## config.mk

```make
export PLATFORM = sky130hd
export DESIGN_NAME = rpa_cfg
export DESIGN_NICKNAME = d
export VERILOG_FILES = /design/src/rpa_pkg.sv /design/src/rpa_cfg.sv
export SDC_FILE = /design/constraint.sdc
export NUM_CORES = 1
export LEC_CHECK = 0
export BUFFER_PORTS_ARGS = -buffer_cell sky130_fd_sc_hd__buf_2
export CAP_MARGIN = 20
export CORE_MARGIN = 3
export CORE_UTILIZATION = 30
export CTS_CLUSTER_DIAMETER = 100
export DETAILED_ROUTE_END_ITERATION = 8
export GPL_ROUTABILITY_DRIVEN = 0
export PLACE_DENSITY_LB_ADDON = 0.2
export SETUP_SLACK_MARGIN = 0.15
export SLEW_MARGIN = 20
export SYNTH_ARGS = -nofsm -noshare
export SYNTH_HDL_FRONTEND = slang
export SYNTH_SLANG_ARGS = --single-unit
```

## constraint.sdc

```tcl
create_clock -name clk -period 1.58 [get_ports clk]
set_clock_uncertainty 0.2 [all_clocks]
set_input_delay 0.474 -clock clk [delete_from_list [all_inputs] [get_ports clk]]
set_output_delay 0.474 -clock clk [all_outputs]
set_load 0.03 [all_outputs]
```

## src/rpa_pkg.sv

```systemverilog
`default_nettype none
package rpa_pkg;

  localparam int NUM_PAGES = 4096;
  localparam int REF_BITS  = 8;

  localparam int PAGE_W  = 12;
  localparam int PAGE_AW = $clog2(NUM_PAGES);
  localparam int CNT_W   = $clog2(NUM_PAGES + 1);
  localparam int REQ_W   = 3;
  localparam int STAT_W  = 3;
  localparam int RC_W    = 8;
  localparam int FREE_W  = 13;

  localparam logic [CNT_W-1:0]    NUM_PAGES_C = CNT_W'(NUM_PAGES);
  localparam logic [PAGE_AW-1:0]  LAST_PAGE   = PAGE_AW'(NUM_PAGES - 1);
  localparam logic [REF_BITS-1:0] REF_MAX     = {REF_BITS{1'b1}};

  localparam logic [REQ_W-1:0] REQ_INIT   = 3'd0;
  localparam logic [REQ_W-1:0] REQ_ALLOC  = 3'd1;
  localparam logic [REQ_W-1:0] REQ_FREE   = 3'd2;
  localparam logic [REQ_W-1:0] REQ_INCREF = 3'd3;
  localparam logic [REQ_W-1:0] REQ_GETREF = 3'd4;

  localparam logic [STAT_W-1:0] STATUS_OK        = 3'd0;
  localparam logic [STAT_W-1:0] STATUS_OOM       = 3'd1;
  localparam logic [STAT_W-1:0] STATUS_RANGE     = 3'd2;
  localparam logic [STAT_W-1:0] STATUS_UNDERFLOW = 3'd3;
  localparam logic [STAT_W-1:0] STATUS_OVERFLOW  = 3'd4;

  localparam int APB_AW = 3;
  localparam logic [APB_AW-1:0] ADDR_FIRST_PAGE = 3'd0;

  typedef struct packed {
    logic [REQ_W-1:0]  req_type;
    logic [PAGE_W-1:0] page_index;
  } req_t;

  typedef struct packed {
    logic [STAT_W-1:0] status;
    logic [PAGE_W-1:0] granted_page;
    logic [RC_W-1:0]   ref_count;
    logic [FREE_W-1:0] free_count;
  } res_t;

  typedef enum logic [3:0] {
    ST_CLEAR = 4'b0001,
    ST_IDLE  = 4'b0010,
    ST_EXEC  = 4'b0100,
    ST_SWEEP = 4'b1000
  } state_t;

endpackage
`default_nettype wire

```

## src/rpa_cfg.sv

```systemverilog
`default_nettype none
module rpa_cfg (
  input  wire logic                       clk,
  input  wire logic                       rst_n,
  input  wire logic                       psel,
  input  wire logic                       penable,
  input  wire logic                       pwrite,
  input  wire logic [rpa_pkg::APB_AW-1:0] paddr,
  input  wire logic [31:0]                pwdata,
  output logic      [31:0]                prdata,
  output logic                            pready,
  output logic      [rpa_pkg::PAGE_W-1:0] first_page
);

  logic [rpa_pkg::PAGE_W-1:0] first_page_r;
  logic [rpa_pkg::PAGE_W-1:0] first_page_nxt;
  logic                       wr_en;

  assign pready = 1'b1;
  assign wr_en  = psel && penable && pwrite && pready &&
                  (paddr == rpa_pkg::ADDR_FIRST_PAGE);

  always_comb begin
    first_page_nxt = first_page_r;
    if (wr_en) begin
      first_page_nxt = pwdata[rpa_pkg::PAGE_W-1:0];
    end
  end

  always_ff @(posedge clk) begin
    if (!rst_n) begin
      first_page_r <= '0;
    end else begin
      first_page_r <= first_page_nxt;
    end
  end

  assign prdata     = (paddr == rpa_pkg::ADDR_FIRST_PAGE) ?
                      {{(32-rpa_pkg::PAGE_W){1'b0}}, first_page_r} : 32'd0;
  assign first_page = first_page_r;

endmodule
`default_nettype wire

```

==> flow_summary_export.csv, run 1 <==
group,metric,value,unit
critical_path,crit_fanout,8,
route,routedWlPerCell,11.05,µm
clock_tree,clock_latency,0.27,ns
critical_path,crit_family,"buffers and inverters",
power,p_int,0.4807,mW
floorplan,die_w,56.07,µm
floorplan,core_area,0.002297,mm²
critical_path,cpPeakStageDelay,0.21,ns
route,routed_via_density,4.056,
power,p_total,0.6860,mW
route,detail-route-antenna-nets,0,
logic_synthesis,async_reset_ff_frac,0,
critical_path,crit_path_frequent_cell,"buf_6",
logic_synthesis,synth-edff-count,0,
critical_path,arrival,1.19,ns
layout,largest_reg_flops,12,
global_route,track_usage,0.1129,
layout,final_area,0.001166,mm²
clock_tree,postCtsHoldBufs,0,
placement,dpl_cell_area,942.2,µm²
layout,drive_gt1_frac,0.5639,
route,drt_iter0_drc,9,
logic_synthesis,synth_top_area_cell,"dfxtp_1",
logic_synthesis,syn_area_per_cell,8.355,µm²
clock_tree,cts_tree,"yes",
floorplan,design.die.area,0.003143,mm²
power,ir_worst_vdd,0.3526,mV
logic_synthesis,synth_top_area_frac,0.3195,
logic_synthesis,yosys-top-cells-area,"dfxtp_1, buf_4, mux2i_1",
sta,rsz0062_at_grt,"true",
clock_tree,clk_path_buf_depth,2,
power,power_density,588.3,mW/mm²
layout,antenna_cells,0,
layout,finalNetCount,174,
sta,finalWorstSetupSlack,-0.2844,ns
sta,period_needed,1.864,ns
clock_tree,clock-sinks,12,
global_route,grt_pass1_wl,2739,µm
route,vias,653,
clock_tree,root_buffer,"clkbuf_4",
critical_path,end_kind,"output port",
route,drtPass1Iterations,2,
clock_tree,cts_max_level,1,
global_route,grt-ovfl-total,0,
logic_synthesis,synthFlopType,"dfxtp_1",
worst_hold_path,worst_hold_path_type,"input port to flop",
logic_synthesis,synthCells,90,
floorplan,num_rows,17,
layout,utilization,0.5076,
placement,dp_hpwl,1290,µm
logic_synthesis,synth_commonest_cells,"nand2_1, buf_4, and2_1, dfxtp_1, mux2i_1",
global_route,grt_max_degree,25,
logic_synthesis,ys_seq_area_frac,0.3195,
logic_synthesis,synthDistinctLibCells,11,
sta,finalHoldViolations,0,
placement,pre_cts_ws,-0.3802,ns
logic_synthesis,syn_area,752.0,µm²
status,status,"finished with violations",
power,pwr-share-seq,0.447,
critical_path,rrSetupSlack,0.78,ns
logic_synthesis,yosysMostFrequentCell,"nand2_1",
route,drt_wl_total,1779,µm
logic_synthesis,yosys_warnings,0,
power,net-switching-power,0.2053,mW
layout,area_growth,55.08,%
placement,port_buffers,43,
sta,slew_violations,0,
clock_tree,postCtsSetupRepairBufs,0,
global_route,grt_pass1_vias,601,
critical_path,worstSetupPathType,"input port to output port",
clock_tree,cts_inserted_buffers,3,
sta,finalSetupViolCount,12,
power,power.leakage,0.5572,nW
critical_path,critPathBufInv,3,
floorplan,io_pins,85,
floorplan,fp.dieH,56.07,µm
critical_path,crit_slowest_cell,"nor3_4",
status,violations,"negative setup slack",
power,clockPowerShare,0.355,
power,comb_power_share,0.198,
global_route,grt_antenna_before_repair,0,
logic_synthesis,ys_seq_elements,12,
floorplan,start_util,0.3273,
critical_path,worstPathCellList,"buf_6, nor3_4, buf_6, and2_4, buf_6",
critical_path,start_kind,"input port",
clock_tree,clk_pin_slew,0.08,ns
flow_run,cap_violations,0,
route,drc,0,
sta,hold_slack,0.2293,ns
critical_path,required,0.91,ns
sta,clock.fmax,536.4,MHz
power,swShare,0.2993,
sta,finalCritPeriodShare,1.180,
==> cell type report <==
class / instances / area, µm²
timing repair buffer: 46 / 420.4
clock buffer: 4 / 36.28
fill: 239 / 1131
sequential: 12 / 255.2
tap: 28 / 35.03
multi-input combinational: 71 / 419.2
==> power groups by stage <==
stage	registers, mW	clock network [mW]	logic (mW)
6_report	0.307	0.244	0.136
3_5_place_dp	0.313	0	0.126
2_1_floorplan	0.317	0	0.131
5_1_grt	0.307	0.266	0.146
3_3_place_gp	0.313	0	0.125
4_1_cts	0.307	0.257	0.135
==> metal layers <==
metal  up-vias  global-route usage  wire, µm
met5         -                   0         0
met4         0             0.06102        17
met2        35              0.1886       953
met1       289              0.1252       633
li1        327                   -         -
met3         2             0.03712       174
==> path summary, 6_finish.rpt <==
| check | endpoint | start | cells after the start |
|---|---|---|---|
| setup / recovery | prdata[11] | paddr[0] | 5 |
| hold / removal | first_page[4] | pwdata[4] | 3 |
| setup reg to reg | first_page[2] | first_page[2] | 2 |
| hold reg to reg | first_page[6] | first_page[6] | 2 |
==> through the flow <==
| stage | setup TNS (ns) | cells |
|---|---|---|
| floorplan | -1.301 | 109 |
| detailed placement | -7.042 | 157 |
| CTS | -3.379 | 161 |
| global placement | -6.485 | 157 |
| global route | -4.108 | 161 |
| finish | -3.264 | 161 |
==> cells in the final DEF, fill, tap and decap left out <==
| cell | instances |
|---|---|
| and2_4 | 12 |
| and4_1 | 1 |
| buf_12 | 1 |
| buf_2 | 17 |
| buf_6 | 28 |
| clkbuf_4 | 3 |
| clkbuf_8 | 1 |
| conb_1 | 21 |
| dfxtp_2 | 12 |
| mux2i_1 | 12 |
| nand2_1 | 24 |
| nor3_4 | 1 |
==> worst min-delay path: stages <==
cell and delay, ns:
buf_2 0.09, nand2_1 0.04, mux2i_1 0.05
==> what timing repair did <==
| item | CTS | global route |
|---|---|---|
| resized for setup | 66 | 0 |
| endpoints found under the setup margin | 36 | 36 |
| endpoints found under the hold margin | 0 | 0 |
| pin swaps | 12 | 2 |
==> kinds of logic (layout without fill, tap and decap cells) <==
| kind of cell | Yosys count | count (layout) | synth area share |
|---|---|---|---|
| mux | 12 | 12 | 0.1597 |
| other cells | 2 | 21 | 0.009987 |
| flops | 12 | 12 | 0.3195 |
| simple gates | 38 | 38 | 0.2446 |
| buf+inv | 26 | 50 | 0.2662 |
Power figures use the tool's default switching activity.
==> inputs of run 2 (changes only) <==
--- a/config.mk
+++ b/config.mk
@@ -14,6 +14,7 @@
 export GPL_ROUTABILITY_DRIVEN = 0
 export PLACE_DENSITY_LB_ADDON = 0.2
 export SETUP_SLACK_MARGIN = 0.15
+export SKIP_CTS_REPAIR_TIMING = 1
 export SLEW_MARGIN = 20
 export SYNTH_ARGS = -nofsm -noshare
 export SYNTH_HDL_FRONTEND = slang
==> run 2 against run 1 <==
  * Highest routed layer unchanged
  * Clock-buffer cell count stayed put
  * Critical path depth stayed put
  * Hold slack hardly changed
  * Global-route usage is 1.5 points lower
  * Largest cell class unchanged
  * The flow still finishes with violations (negative setup slack)
  * Via count is 0.61% higher
  * Core utilization stayed put
  * Maximum frequency hardly changed
  * Die area stayed put
  * Combinational power hardly changed
  * Final area stayed put
==> flow_summary_export.csv, run 2 (same netlist as run 1, synthesis figures left out) <==
group,metric,value,unit
sta,hold_slack,0.2292,ns
layout,layout_commonest_cell,"buf_6",
critical_path,start_kind,"input port",
critical_path,arrival,1.19,ns
clock_tree,clock_latency,0.27,ns
sta,period_needed,1.863,ns
placement,dpl_cell_area,942.2,µm²
clock_tree,cts_max_level,1,
route,drc,0,
route,routedWlPerCell,11.06,µm
critical_path,crit_path_frequent_cell,"buf_6",
placement,port_buffers,43,
sta,clock.fmax,536.7,MHz
route,detail-route-antenna-nets,0,
floorplan,fp.dieH,56.07,µm
global_route,grt_pass1_wl,2394,µm
sta,finalSetupViolCount,12,
route,drt_wl_total,1781,µm
clock_tree,clock-sinks,12,
critical_path,rr_worst_depth,2,
worst_hold_path,hold_path_end,"first_page[4]",
sta,slew_violations,0,
placement,dp_hpwl,1290,µm
worst_hold_path,holdPathStages,3,
floorplan,design.die.area,0.003143,mm²
route,drt_iter0_drc,14,
flow_run,cap_violations,0,
sta,fin_tns_setup,-3.258,ns
route,vias,657,
layout,largest_reg_flops,12,
layout,finalNetCount,174,
floorplan,num_rows,17,
critical_path,worstSetupPathType,"input port to output port",
critical_path,crit_fanout,8,
critical_path,cpPeakStageDelay,0.21,ns
sta,finalWorstSetupSlack,-0.2831,ns
critical_path,crit_family,"buffers and inverters",
global_route,grt_pass1_vias,557,
floorplan,start_util,0.3273,
route,drtPass1Iterations,2,
sta,finalHoldViolations,0,
layout,area_growth,55.08,%
critical_path,end_kind,"output port",
critical_path,r2r_start,"first_page[2]",
power,power_density,588.4,mW/mm²
status,violations,"negative setup slack",
critical_path,r2r_end,"first_page[2]",
layout,drive_gt1_frac,0.5639,
worst_hold_path,worst_hold_path_type,"input port to flop",
global_route,grt_max_degree,25,
sta,finalCritPeriodShare,1.179,
critical_path,rrSetupSlack,0.78,ns
critical_path,critPathBufInv,3,
floorplan,io_pins,85,
floorplan,die_w,56.07,µm
clock_tree,cts_inserted_buffers,3,
worst_hold_path,hold_start,"pwdata[4]",
route,routed_via_density,4.081,
layout,final_area,0.001166,mm²
global_route,grt-ovfl-total,0,
clock_tree,clk_path_buf_depth,2,
power,ir_worst_vdd,0.3527,mV
critical_path,worstPathCellList,"buf_6, nor3_4, buf_6, and2_4, buf_6",
power,power.leakage,0.5572,nW
layout,final_cell_mix,"buf_6, nand2_1, conb_1",
layout,utilization,0.5076,
global_route,track_usage,0.09810,
status,status,"finished with violations",
layout,antenna_cells,0,
floorplan,core_area,0.002297,mm²
critical_path,crit_slowest_cell,"nor3_4",
clock_tree,root_buffer,"clkbuf_4",
sta,rsz0062_at_grt,"true",
clock_tree,cts_tree,"yes",
placement,pre_cts_ws,-0.3802,ns
global_route,grt_antenna_before_repair,0,
critical_path,required,0.91,ns
clock_tree,clk_pin_slew,0.08,ns
run 2: cell counts in the layout (fill, tap and decap cells not counted):
No cell type changed its count.
run 2: layout make-up:
| type | instances | area [µm²] |
|---|---|---|
| repair buffers | 46 | 420.4 |
| well taps | 28 | 35.03 |
| flip-flops and latches | 12 | 255.2 |
| clock buffers | 4 | 36.28 |
| fillers | 239 | 1131 |
| multi-input cells | 71 | 419.2 |
run 2: through the flow:
| step | total power [mW] | instances |
|---|---|---|
| detailed placement | 0.4395 | 157 |
| global placement | 0.4383 | 157 |
| finish | 0.6861 | 161 |
| floorplan | 0.4480 | 109 |
| CTS | 0.6896 | 161 |
| global route | 0.7183 | 161 |
run 2: report_power, final:
group	switching, mW	internal, mW	total [mW]
Sequential	0.00212	0.305	0.307
Combinational	0.0995	0.0362	0.136
Clock	0.104	0.140	0.244
Total	0.205	0.481	0.686
run 2: worst min-delay path, delay by kind of cell:
| family | cells | cell delay [ns] |
|---|---|---|
| buf+inv | 1 | 0.09 |
| mux | 1 | 0.05 |
| simple gates | 1 | 0.04 |
run 2: worst max-delay path by stage:
stage             start    endpoint  slack, ns  cells past startpoint
4_1_cts        paddr[1]  prdata[11]      -0.38                      5
6_report       paddr[2]  prdata[11]      -0.28                      5
5_1_grt        paddr[2]  prdata[11]      -0.36                      5
2_1_floorplan  paddr[1]  prdata[10]      -0.13                      3
3_3_place_gp   paddr[1]  prdata[11]      -0.35                      5
3_5_place_dp   paddr[1]  prdata[11]      -0.38                      5
run 2: metal layers:
| metal | part of all wire | routed length [µm] | GRT usage | vias to the layer above |
|---|---|---|---|---|
| met5 | 0 | 0 | 0 | - |
| met4 | 0.0095 | 17 | 0.06102 | 0 |
| met3 | 0.098 | 174 | 0.03712 | 2 |
| met2 | 0.53 | 944 | 0.1619 | 35 |
| met1 | 0.36 | 644 | 0.1043 | 293 |
| li1 | - | - | - | 327 |
